## config.mk

```make
export PLATFORM = sky130hd
export DESIGN_NAME = rotary_dial_text_entry_top
export DESIGN_NICKNAME = d
export VERILOG_FILES = /design/src/hdl/rdte_pkg.sv /design/src/hdl/rdte_ram.sv /design/src/hdl/rotary_dial_text_entry_top.sv
export VERILOG_INCLUDE_DIRS = /design/src /design/src/hdl
export SDC_FILE = /design/constraint.sdc
export NUM_CORES = 1
export LEC_CHECK = 0
export ABC_CLOCK_PERIOD_IN_PS = 10550
export BUFFER_PORTS_ARGS = -buffer_cell sky130_fd_sc_hd__buf_2
export CAP_MARGIN = 20
export CORE_ASPECT_RATIO = 0.75
export CORE_MARGIN = 1.5
export CORE_UTILIZATION = 40
export CTS_BUF_LIST = sky130_fd_sc_hd__clkbuf_4 sky130_fd_sc_hd__clkbuf_8 sky130_fd_sc_hd__clkbuf_16
export CTS_CLUSTER_SIZE = 40
export DETAILED_ROUTE_END_ITERATION = 8
export GPL_TIMING_DRIVEN = 1
export PLACE_DENSITY = 0.58
export RECOVER_POWER = 50
export SLEW_MARGIN = 20
export SYNTH_ARGS = -nofsm -noshare
export SYNTH_HDL_FRONTEND = slang
export SYNTH_SLANG_ARGS = --single-unit
export TNS_END_PERCENT = 50
```

## constraint.sdc

```tcl
create_clock -name clk -period 10.55 [get_ports clk]
set_clock_uncertainty 0.05 [all_clocks]
set_input_delay 1.5825 -clock clk [delete_from_list [all_inputs] [get_ports clk]]
set_output_delay 1.5825 -clock clk [all_outputs]
set_load 0.01 [all_outputs]
```

## src/hdl/assert_macros.svh

```systemverilog
// Assertion helpers used by the top-level RTL file.
`ifndef ASSERT_MACROS_SVH
`define ASSERT_MACROS_SVH

// Property must hold at every clock edge out of reset.
`define ASSERT_ALWAYS(lbl, clk, rst_n, prop, msg) \
	lbl: assert property (@(posedge clk) disable iff (!rst_n) (prop)) else $error(msg);

// Consequent must hold in the cycle after the antecedent.
`define ASSERT_NEXT(lbl, clk, rst_n, ante, cons, msg) \
	lbl: assert property (@(posedge clk) disable iff (!rst_n) (ante) |=> (cons)) else $error(msg);

`endif

```

## src/hdl/rdte_pkg.sv

```systemverilog
package rdte_pkg;

	localparam int MAX_TEXT = 32;
	localparam int TEXT_AW  = (MAX_TEXT > 1) ? $clog2(MAX_TEXT) : 1;
	localparam int LEN_W    = 6;
	localparam int IDX_W    = 6;
	localparam int CHAR_W   = 7;

	localparam logic [1:0] OP_POLL  = 2'd0;
	localparam logic [1:0] OP_BEGIN = 2'd1;
	localparam logic [1:0] OP_READ  = 2'd2;

	localparam logic MODE_LETTER = 1'b0;
	localparam logic MODE_SYMBOL = 1'b1;

	localparam logic [IDX_W-1:0] ALNUM_LAST      = 6'd39;
	localparam logic [IDX_W-1:0] SYMBOL_LAST     = 6'd24;
	localparam logic [IDX_W-1:0] ALNUM_DIGIT_POS = 6'd26;
	localparam logic [IDX_W-1:0] ALNUM_SHIFT_POS = 6'd36;
	localparam logic [IDX_W-1:0] ALNUM_DEL_POS   = 6'd37;
	localparam logic [IDX_W-1:0] ALNUM_SYM_POS   = 6'd38;
	localparam logic [IDX_W-1:0] ALNUM_OK_POS    = 6'd39;
	localparam logic [IDX_W-1:0] SYMBOL_ABC_POS  = 6'd22;
	localparam logic [IDX_W-1:0] SYMBOL_DEL_POS  = 6'd23;
	localparam logic [IDX_W-1:0] SYMBOL_OK_POS   = 6'd24;

	localparam logic [CHAR_W-1:0] CHAR_LOWER_A = 7'h61;
	localparam logic [CHAR_W-1:0] CHAR_UPPER_A = 7'h41;
	localparam logic [CHAR_W-1:0] CHAR_ZERO    = 7'h30;
	localparam logic [CHAR_W-1:0] CHAR_NONE    = 7'h00;

	function automatic logic [CHAR_W-1:0] symbol_char(input logic [IDX_W-1:0] pos);
		logic [CHAR_W-1:0] c;
		case (pos)
			6'd0:    c = 7'h21; // !
			6'd1:    c = 7'h40; // @
			6'd2:    c = 7'h23; // #
			6'd3:    c = 7'h24; // $
			6'd4:    c = 7'h25; // %
			6'd5:    c = 7'h5e; // ^
			6'd6:    c = 7'h26; // &
			6'd7:    c = 7'h2a; // *
			6'd8:    c = 7'h28; // (
			6'd9:    c = 7'h29; // )
			6'd10:   c = 7'h2d; // -
			6'd11:   c = 7'h5f; // _
			6'd12:   c = 7'h2b; // +
			6'd13:   c = 7'h3d; // =
			6'd14:   c = 7'h2e; // .
			6'd15:   c = 7'h2c; // ,
			6'd16:   c = 7'h3f; // ?
			6'd17:   c = 7'h2f; // /
			6'd18:   c = 7'h3a; // :
			6'd19:   c = 7'h3b; // ;
			6'd20:   c = 7'h27; // quote
			6'd21:   c = 7'h22; // double quote
			default: c = CHAR_NONE;
		endcase
		return c;
	endfunction

	// Character of a ring entry, zero for function entries.
	function automatic logic [CHAR_W-1:0] entry_char(input logic mode, input logic caps,
			input logic [IDX_W-1:0] pos);
		logic [CHAR_W-1:0] c;
		c = CHAR_NONE;
		if (mode == MODE_SYMBOL) begin
			c = symbol_char(pos);
		end else if (pos < ALNUM_DIGIT_POS) begin
			c = (caps ? CHAR_UPPER_A : CHAR_LOWER_A) + CHAR_W'(pos);
		end else if (pos < ALNUM_SHIFT_POS) begin
			c = CHAR_ZERO + CHAR_W'(pos - ALNUM_DIGIT_POS);
		end
		return c;
	endfunction

endpackage

```

## src/hdl/rdte_ram.sv

```systemverilog
module rdte_ram #(
	parameter int WIDTH = 8,
	parameter int DEPTH = 32,
	parameter int AW    = (DEPTH > 1) ? $clog2(DEPTH) : 1
) (
	input  logic             clk,
	input  logic             we,
	input  logic [AW-1:0]    waddr,
	input  logic [WIDTH-1:0] wdata,
	input  logic             re,
	input  logic [AW-1:0]    raddr,
	output logic [WIDTH-1:0] rdata
);

	logic [WIDTH-1:0] mem [DEPTH];

	always_ff @(posedge clk) begin
		if (we) begin
			mem[waddr] <= wdata;
		end
		if (re) begin
			rdata <= mem[raddr];
		end
	end

endmodule

```

## src/hdl/rotary_dial_text_entry_top.sv

```systemverilog
// Knob-driven character picker. One item is taken every cycle unless in_stall is
// high: begin clears the text and caps and activates the picker, poll steps the
// ring position by the knob turn and acts on a press (shift, delete, ring switch,
// OK, append), read returns a stored character or 0 at or past the text length.
// Each result passes the middle stage and the output register; the text lives in
// a 7-bit wide single-port-write RAM with a registered read, and a read item's
// character is taken from that RAM's output register. Items never collide on one
// entry in the same cycle, so no forwarding is needed. The output register and
// the middle stage let the block take one more item while a result waits.
module rotary_dial_text_entry_top (
	input  logic                                clk,
	input  logic                                arst_n,
	input  logic                                in_valid,
	output logic                                in_stall,
	input  logic [1:0]                          op,
	input  logic signed [1:0]                   turn,
	input  logic                                pressed,
	input  logic [4:0]                          read_index,
	output logic                                out_valid,
	input  logic                                out_stall,
	output logic                                is_active,
	output logic                                finished,
	output logic                                ring_mode,
	output logic                                caps,
	output logic [rdte_pkg::IDX_W-1:0]          selected_index,
	output logic [rdte_pkg::CHAR_W-1:0]         selected_char,
	output logic [rdte_pkg::LEN_W-1:0]          text_length,
	output logic [rdte_pkg::CHAR_W-1:0]         read_char
);
	import rdte_pkg::*;

	`include "assert_macros.svh"

	logic               accept;
	logic               adv_s1;

	logic               mode_q, caps_q, active_q;
	logic [IDX_W-1:0]   idx_q;
	logic [LEN_W-1:0]   len_q;

	logic               mode_d, caps_d, active_d, fin_d;
	logic [IDX_W-1:0]   idx_d, pos, last;
	logic [LEN_W-1:0]   len_d;
	logic               wr_en;
	logic [CHAR_W-1:0]  wr_char;
	logic               rd_en, rd_hit;
	logic [CHAR_W-1:0]  rd_data;

	logic               valid_s1, active_s1, fin_s1, mode_s1, caps_s1, rd_hit_s1;
	logic [IDX_W-1:0]   idx_s1;
	logic [CHAR_W-1:0]  sel_s1;
	logic [LEN_W-1:0]   len_s1;

	logic               out_valid_q, active_s2, fin_s2, mode_s2, caps_s2;
	logic [IDX_W-1:0]   idx_s2;
	logic [CHAR_W-1:0]  sel_s2, rchar_s2;
	logic [LEN_W-1:0]   len_s2;

	assign adv_s1   = !out_valid_q || !out_stall;
	assign in_stall = valid_s1 && !adv_s1;
	assign accept   = in_valid && !in_stall;

	assign rd_hit = ({1'b0, read_index} < len_q);
	assign rd_en  = accept && (op == OP_READ);

	always_comb begin
		mode_d   = mode_q;
		caps_d   = caps_q;
		active_d = active_q;
		idx_d    = idx_q;
		len_d    = len_q;
		fin_d    = 1'b0;
		wr_en    = 1'b0;
		last     = (mode_q == MODE_SYMBOL) ? SYMBOL_LAST : ALNUM_LAST;
		pos      = idx_q;
		wr_char  = CHAR_NONE;
		if (op == OP_BEGIN) begin
			len_d    = '0;
			mode_d   = MODE_LETTER;
			idx_d    = '0;
			caps_d   = 1'b0;
			active_d = 1'b1;
		end else if (op == OP_POLL && active_q) begin
			// step the ring, wrapping at both ends
			if (turn == 2'sd1) begin
				pos = (idx_q == last) ? '0 : idx_q + 1'b1;
			end else if (turn[1]) begin
				pos = (idx_q == '0) ? last : idx_q - 1'b1;
			end
			idx_d   = pos;
			wr_char = entry_char(mode_q, caps_q, pos);
			if (pressed) begin
				if (mode_q == MODE_LETTER && pos == ALNUM_SHIFT_POS) begin
					caps_d = !caps_q;
				end else if ((mode_q == MODE_LETTER && pos == ALNUM_DEL_POS) ||
						(mode_q == MODE_SYMBOL && pos == SYMBOL_DEL_POS)) begin
					if (len_q != '0) begin
						len_d = len_q - 1'b1;
					end
				end else if (mode_q == MODE_LETTER && pos == ALNUM_SYM_POS) begin
					mode_d = MODE_SYMBOL;
					idx_d  = '0;
				end else if (mode_q == MODE_SYMBOL && pos == SYMBOL_ABC_POS) begin
					mode_d = MODE_LETTER;
					idx_d  = '0;
				end else if ((mode_q == MODE_LETTER && pos == ALNUM_OK_POS) ||
						(mode_q == MODE_SYMBOL && pos == SYMBOL_OK_POS)) begin
					active_d = 1'b0;
					fin_d    = 1'b1;
				end else if (len_q < LEN_W'(MAX_TEXT)) begin
					wr_en = 1'b1;
					len_d = len_q + 1'b1;
				end
			end
		end
	end

	rdte_ram #(
		.WIDTH (CHAR_W),
		.DEPTH (MAX_TEXT),
		.AW    (TEXT_AW)
	) u_text (
		.clk   (clk),
		.we    (accept && wr_en),
		.waddr (TEXT_AW'(len_q)),
		.wdata (wr_char),
		.re    (rd_en),
		.raddr (TEXT_AW'(read_index)),
		.rdata (rd_data)
	);

	always_ff @(posedge clk or negedge arst_n) begin
		if (!arst_n) begin
			mode_q   <= MODE_LETTER;
			caps_q   <= 1'b0;
			active_q <= 1'b0;
			idx_q    <= '0;
			len_q    <= '0;
		end else if (accept) begin
			mode_q   <= mode_d;
			caps_q   <= caps_d;
			active_q <= active_d;
			idx_q    <= idx_d;
			len_q    <= len_d;
		end
	end

	always_ff @(posedge clk or negedge arst_n) begin
		if (!arst_n) begin
			valid_s1 <= 1'b0;
		end else if (accept) begin
			valid_s1 <= 1'b1;
		end else if (adv_s1) begin
			valid_s1 <= 1'b0;
		end
	end

	always_ff @(posedge clk) begin
		if (accept) begin
			active_s1 <= active_d;
			fin_s1    <= fin_d;
			mode_s1   <= mode_d;
			caps_s1   <= caps_d;
			idx_s1    <= idx_d;
			sel_s1    <= entry_char(mode_d, caps_d, idx_d);
			len_s1    <= len_d;
			rd_hit_s1 <= rd_en && rd_hit;
		end
	end

	always_ff @(posedge clk or negedge arst_n) begin
		if (!arst_n) begin
			out_valid_q <= 1'b0;
		end else if (adv_s1) begin
			out_valid_q <= valid_s1;
		end
	end

	// hold the result until its transfer
	always_ff @(posedge clk) begin
		if (adv_s1 && valid_s1) begin
			active_s2 <= active_s1;
			fin_s2    <= fin_s1;
			mode_s2   <= mode_s1;
			caps_s2   <= caps_s1;
			idx_s2    <= idx_s1;
			sel_s2    <= sel_s1;
			len_s2    <= len_s1;
			rchar_s2  <= rd_hit_s1 ? rd_data : CHAR_NONE;
		end
	end

	assign out_valid      = out_valid_q;
	assign is_active      = active_s2;
	assign finished       = fin_s2;
	assign ring_mode      = mode_s2;
	assign caps           = caps_s2;
	assign selected_index = idx_s2;
	assign selected_char  = sel_s2;
	assign text_length    = len_s2;
	assign read_char      = rchar_s2;

	`ASSERT_ALWAYS(a_idx_in_ring, clk, arst_n, (mode_q == MODE_SYMBOL) ? (idx_q <= SYMBOL_LAST) : (idx_q <= ALNUM_LAST), "ring position off the ring")
	`ASSERT_ALWAYS(a_len_bound, clk, arst_n, len_q <= LEN_W'(MAX_TEXT), "text length past capacity")
	`ASSERT_ALWAYS(a_stall_cause, clk, arst_n, !in_stall || (valid_s1 && out_valid_q), "input stalled with room in the pipeline")
	`ASSERT_ALWAYS(a_fin_ends, clk, arst_n, !(valid_s1 && fin_s1) || !active_s1, "finished while still active")
	`ASSERT_NEXT(a_begin_clears, clk, arst_n, accept && op == OP_BEGIN, active_q && len_q == '0 && idx_q == '0 && !caps_q, "begin did not reset the picker")

endmodule
```

# After elaboration in Yosys (flattened, before gate mapping)
# Memories as Yosys holds them, arrays and structs flattened. A register that Yosys moved wholly into a read port is not among the register bits.
# Cells that the tools add are included.
# word_totals
output_inout_bits	32
ram_bits	224
word_cells	152
reg_bits	71
n_memories	3
input_bits	14
mem_bits_ro	448
# memory_table
memory	depth	width	rd	rd_clocked_by_memory_dff	wr	line	rtl
(name not given)	32	7	1	0	0	rdte_pkg.sv:34	case (pos)
(name not given)	32	7	1	0	0	rdte_pkg.sv:34	
u_text.mem	32	7	1	1	1	rdte_ram.sv:15	logic [WIDTH-1:0] mem [DEPTH];
# op_classes
n_bitwise	3
addsub	10
n_reduce_logical	27
n_eq_ne	11
n_lt_le_gt_ge	6
n_mux	69
# op_table
op	n
6-bit 2-to-1 mux	26
7-bit 2-to-1 mux	10
1-bit 2-to-1 mux	33
6-bit equality test (second input constant)	4
6-bit by 5-bit equality test with 1-bit output (second input constant)	3
6-bit < comparator (second input constant)	3
6-bit by 7-bit adder with 7-bit output (first input constant)	2
7-bit by 6-bit adder with 7-bit output	2
1-bit logical AND	14
6-bit by 5-bit subtractor with 7-bit output (second input constant)	2
6-bit by 1-bit adder with 6-bit output (second input constant)	2
6-bit by 5-bit < comparator with 1-bit output (second input constant)	2
6-bit by 1-bit subtractor with 6-bit output (second input constant)	2
7-bit OR reduction	1
6-bit equality test	1
6-bit zero test	1
5-bit by 6-bit < comparator with 1-bit output	1
6-bit nonzero test	1
1-bit zero test	5
2-bit equality test (second input constant)	2
1-bit logical OR	3
1-bit inverter	3
2-bit by 1-bit equality test with 1-bit output (second input constant)	1
2-bit zero test	1
2-bit nonzero test	1

# Logic depth before layout (Yosys ltp)
# logic_depth
ltp_word	20
ltp_mapped	21
depth_no_buf	19

# Modules after synthesis
# From an unflattened synthesis, not the netlist that was laid out.
# hier_totals
cells_unflattened	903
hier_area_um2	14111.0
# modules_own_cells
mod	n_inst	cells_per_inst	area_each_um2	seq_area_each_um2
rdte_ram	1	370	8903.5	6936.7
rotary_dial_text_entry_top	1	533	5207.5	2047.0

# Worst setup path after synthesis
# OpenSTA, ideal clock, no wires.
# synth_path
kind	input-to-reg
startpoint	in turn[1]
endpoint	mem u_text.mem[0][5] in the netlist's numbering (data pin)
path_buffers	2
required_ns	10.009
path_stages	10
arrival_time_ns	4.906
setup_ns	0.491
slack_ns	5.103
path_cell_list	buf_4 > or4b_1 > nand3_1 > o21ai_1 > nor2_1 > clkbuf_1 > nand2_1 > o21ai_0 > a21oi_1 > a311oi_1
# synth_via
elab_chain_len	11
elab_cells_between_ends	17
classes_between	3 x add/sub; 2 x order compare; 1 x eq/ne; 10 x mux; 1 x memory
# synth_lines
element	line	rtl
start: declaration	rotary_dial_text_entry_top.sv:16	input logic signed [1:0] turn,
2-bit equality test / 6-bit 2-to-1 mux (equally long branches)	rotary_dial_text_entry_top.sv:85, rotary_dial_text_entry_top.sv:87	
6-bit 2-to-1 mux *	rotary_dial_text_entry_top.sv:85	if (turn == 2'sd1) begin
6-bit 2-to-1 mux *	rotary_dial_text_entry_top.sv:83	end else if (op == OP_POLL && active_q) begin
6-bit 2-to-1 mux *	rotary_dial_text_entry_top.sv:77	if (op == OP_BEGIN) begin
6-bit by 5-bit subtractor with 7-bit output	rdte_pkg.sv:72	c = CHAR_ZERO + CHAR_W'(pos - ALNUM_DIGIT_POS);
6-bit by 7-bit adder with 7-bit output	rdte_pkg.sv:72	
7-bit 2-to-1 mux	rdte_pkg.sv:71	end else if (pos < ALNUM_SHIFT_POS) begin
7-bit 2-to-1 mux	rdte_pkg.sv:69	end else if (pos < ALNUM_DIGIT_POS) begin
7-bit 2-to-1 mux *	rdte_pkg.sv:67	if (mode == MODE_SYMBOL) begin
7-bit 2-to-1 mux *	rotary_dial_text_entry_top.sv:83	
7-bit 2-to-1 mux *	rotary_dial_text_entry_top.sv:77	
via u_text.wdata[5]	rdte_ram.sv:9	input logic [WIDTH-1:0] wdata,
end: declaration	rdte_ram.sv:15	
# The timed path passes the listed nets; every way through them passes the cells marked *. The select of a mux whose other input is x is not followed.

==> flow_summary.ini <==
[timing]
period_minus_slack_ps = 6560
final.setup.tns_ps = 0
setup-violations-final = 0
hold_viol = 0
worst_pin_slew_ps = 2830
drv_slew = 245
post-route-period-util_pct = 62.2
fin_hold_ws_ps = 370
max_freq_mhz = 152
maxSlewHeadroom_pct = -88.7
rsz0062_at_grt = no

[clocking]
root_buffer = clkbuf_16
cts_tree = built
clock_sinks = 302
cts_hold_buffers = 0
cts_max_path_buffers = 3
clk_latency_ps = 570
postCtsResizedCells = 0
cts_buffers = 30
postCtsSetupBuffers = 0
clkTransAtPathRegs_ps = 60
htreeDepth = 1

[place]
routabilityCongestion = 0.870
numPortBuffers = 45
post-dp-hpwl_um = 21500
numPlacedInstances = 1386

[logic_synthesis]
avgSynthCellArea_um2 = 15.2
synth_edf_count = 285
synth_cell_types = 90
synth_seq_cells = 302
syn_nets = 967
seq_area_frac_synth_pct = 64.3
synth_area_um2 = 14000
async_reset_ff_share_pct = 5.63
synthCells = 917
ys.flop_type = edfxtp_1
ys_warn_count = 0

[setup_path]
cp_data_arrival_time_ps = 6840
r2r_setup_slack_ps = 4410
r2r_cells = 13
crit_chain = clkbuf_1 > clkbuf_1 > mux4_2 > mux4_2 > mux2_2
cp_top_family = buffers and inverters
startpoint = read_index[0]
rr_endpoint = u_text.mem[17][5]
critPathSlowestCell = clkbuf_1
path_class = in -> reg
cp.required_ps = 10830
crit_end = u_text.rdata[5]
worst-path-buf-inv = 2
regToRegStartpoint = idx_q[1]
path_depth = 5
worstSetupStartpointType = primary input
max_stage_delay_ps = 2090
cp_max_fo = 32
end_kind = register

[final_layout]
layout_commonest_cell = edfxtp_1
mostFrequentLayoutCells = 285 x edfxtp_1, 85 x nor2_1, 70 x mux4_2
antenna-diode-count = 0
syn_to_final_growth_pct = 11.6
post_layout_nonfiller_instances = 1443
drive_gt1_share_pct = 17.4
layout.nets = 1012

[routing]
drtAntennaViolNets = 0
wl_per_cell_um = 22.7
drc = 0
num_vias = 8377
dr.pass1.iters = 5
routed_wl_um = 32800
drt_iter0_drc = 813
via_per_inst = 5.81

[run_status]
violations = capacitance limit, slew limit
status = finished, violations left

[die]
core_area_um2 = 34500
start_util_pct = 40.4
fp.dieW_um = 219
die_height_um = 165
die_area_um2 = 36000
row_count = 59
pin_count = 46

[global_routing]
grt_pass1_wl_um = 50500
grt_use_total_pct = 18.5
grt_pass1_vias = 8046
grt-ovfl-total = 0
grt_max_degree = 58
gr-max-usage-layer = met1
antenna_found_initial = 0
gr-usage-met3_pct = 2.73
grt.met1_usage_pct = 30.2
use_met2_pct = 26.4

[power]
p_leak_nw = 5.13
p_total_w = 0.00302
peakVddDrop_uv = 105
cellPowerDensity_nw_per_um2 = 194

[job]
cap_violations = 8

[hold_path]
hold_path_class = reg -> reg
hp-start = caps_s1
[worst reg2reg max path: stages, from the launching register on]
cell and delay (ps):
dfrtp_1 550, inv_1 190, ha_1 270, or4b_1 570, mux2_1 250, a211o_1 180, or2_0 810, clkinvlp_2 710
nand3_1 240, nand2_1 60, o21ai_0 130, a21oi_1 180, a311oi_4 270, clkbuf_1 1240
[registers in the layout, indices dropped and copies added, names as in the netlist, 6 cells and up]
| name | cells |
|---|---|
| u_text.mem | 224 |
| read_char | 7 |
| sel_s1 | 7 |
| selected_char | 7 |
| u_text.rdata | 7 |
| idx_q | 6 |
| idx_s1 | 6 |
| len_q | 6 |
| len_s1 | 6 |
| selected_index | 6 |
| text_length | 6 |
[cells by family (layout without fill, tap and decap cells)]
logic type / Yosys count / after routing / share of synthesized area (%)
xor gates and xnor gates: 7 / 7 / 0.439
AOI/OAI and AO/OA: 161 / 161 / 8.25
DFF: 302 / 302 / 64.3
adders and majority gates: 36 / 36 / 3.23
muxes: 82 / 82 / 12.3
and+or+nand+nor: 250 / 250 / 9.20
buffers and inverters: 79 / 148 / 2.29
[final cells by class]
cell class	count	area, um^2
sequential	302	8980
inverter	31	118
clock buffer	43	873
tap	457	572
multi-input combinational	536	4670
fill	3078	19000
clock inverter	13	109
timing repair buffer	61	260
[metrics by stage]
step,worst slack (ps),utilization [%],instance area (um^2)
floorplan,5100,-,14000
CTS,4870,45.5,15700
finish,3990,45.1,15600
global placement,4710,42.6,14700
global route,3290,45.1,15600
detailed placement,4490,42.6,14700
[routing by layer]
metal  wire [um]  vias up
li1            -     3719
met1       15900     4273
met2       14300      353
met3        2230       32
met4         390        0
met5           0        -
[cells in the mapped netlist, drive strengths merged (4+ instances only)]
cell	number	area (um^2)
ha	36	450
nor2	91	357
and2	13	83.8
nor4b	4	62.6
clkbuf	30	113
a22oi	4	35.0
and3	7	43.8
o21a	5	37.5
mux2i	4	40.0
mux4	70	1580
nor2b	4	25.0
or2	4	25.0
o22ai	4	25.0
a21boi	4	30.0
a311oi	5	50.0
dfrtp	17	425
inv	29	109
o21ai	35	179
a21oi	29	156
nand3	23	115
o31ai	6	45.0
nand2b	6	37.5
buf	18	90.1
nand2	56	210
o211ai	9	72.6
edfxtp	285	8560
a211o	4	35.0
xnor2	7	61.3
a211oi	8	60.1
a31oi	11	83.8
mux2	8	93.8
nor3	18	95.1
[power breakdown]
part	internal (W)	leakage (nW)	total, W	switching [W]
logic	0.000192	1.81	0.000560	0.000368
registers	0.00138	2.83	0.00141	0.0000342
clock network	0.000602	0.496	0.00105	0.000445
[how the worst min path moves through the flow]
| stage | to | slack, ps | depth (start not counted) |
|---|---|---|---|
| after floorplan | caps | 350 | 0 |
| after global placement | selected_char[5] | 350 | 0 |
| after detailed placement | selected_char[4] | 360 | 0 |
| after CTS | selected_index[1] | 370 | 0 |
| after global routing | selected_index[1] | 370 | 0 |
| final | caps | 370 | 0 |
No activity file was read; power rests on OpenSTA's default activity.
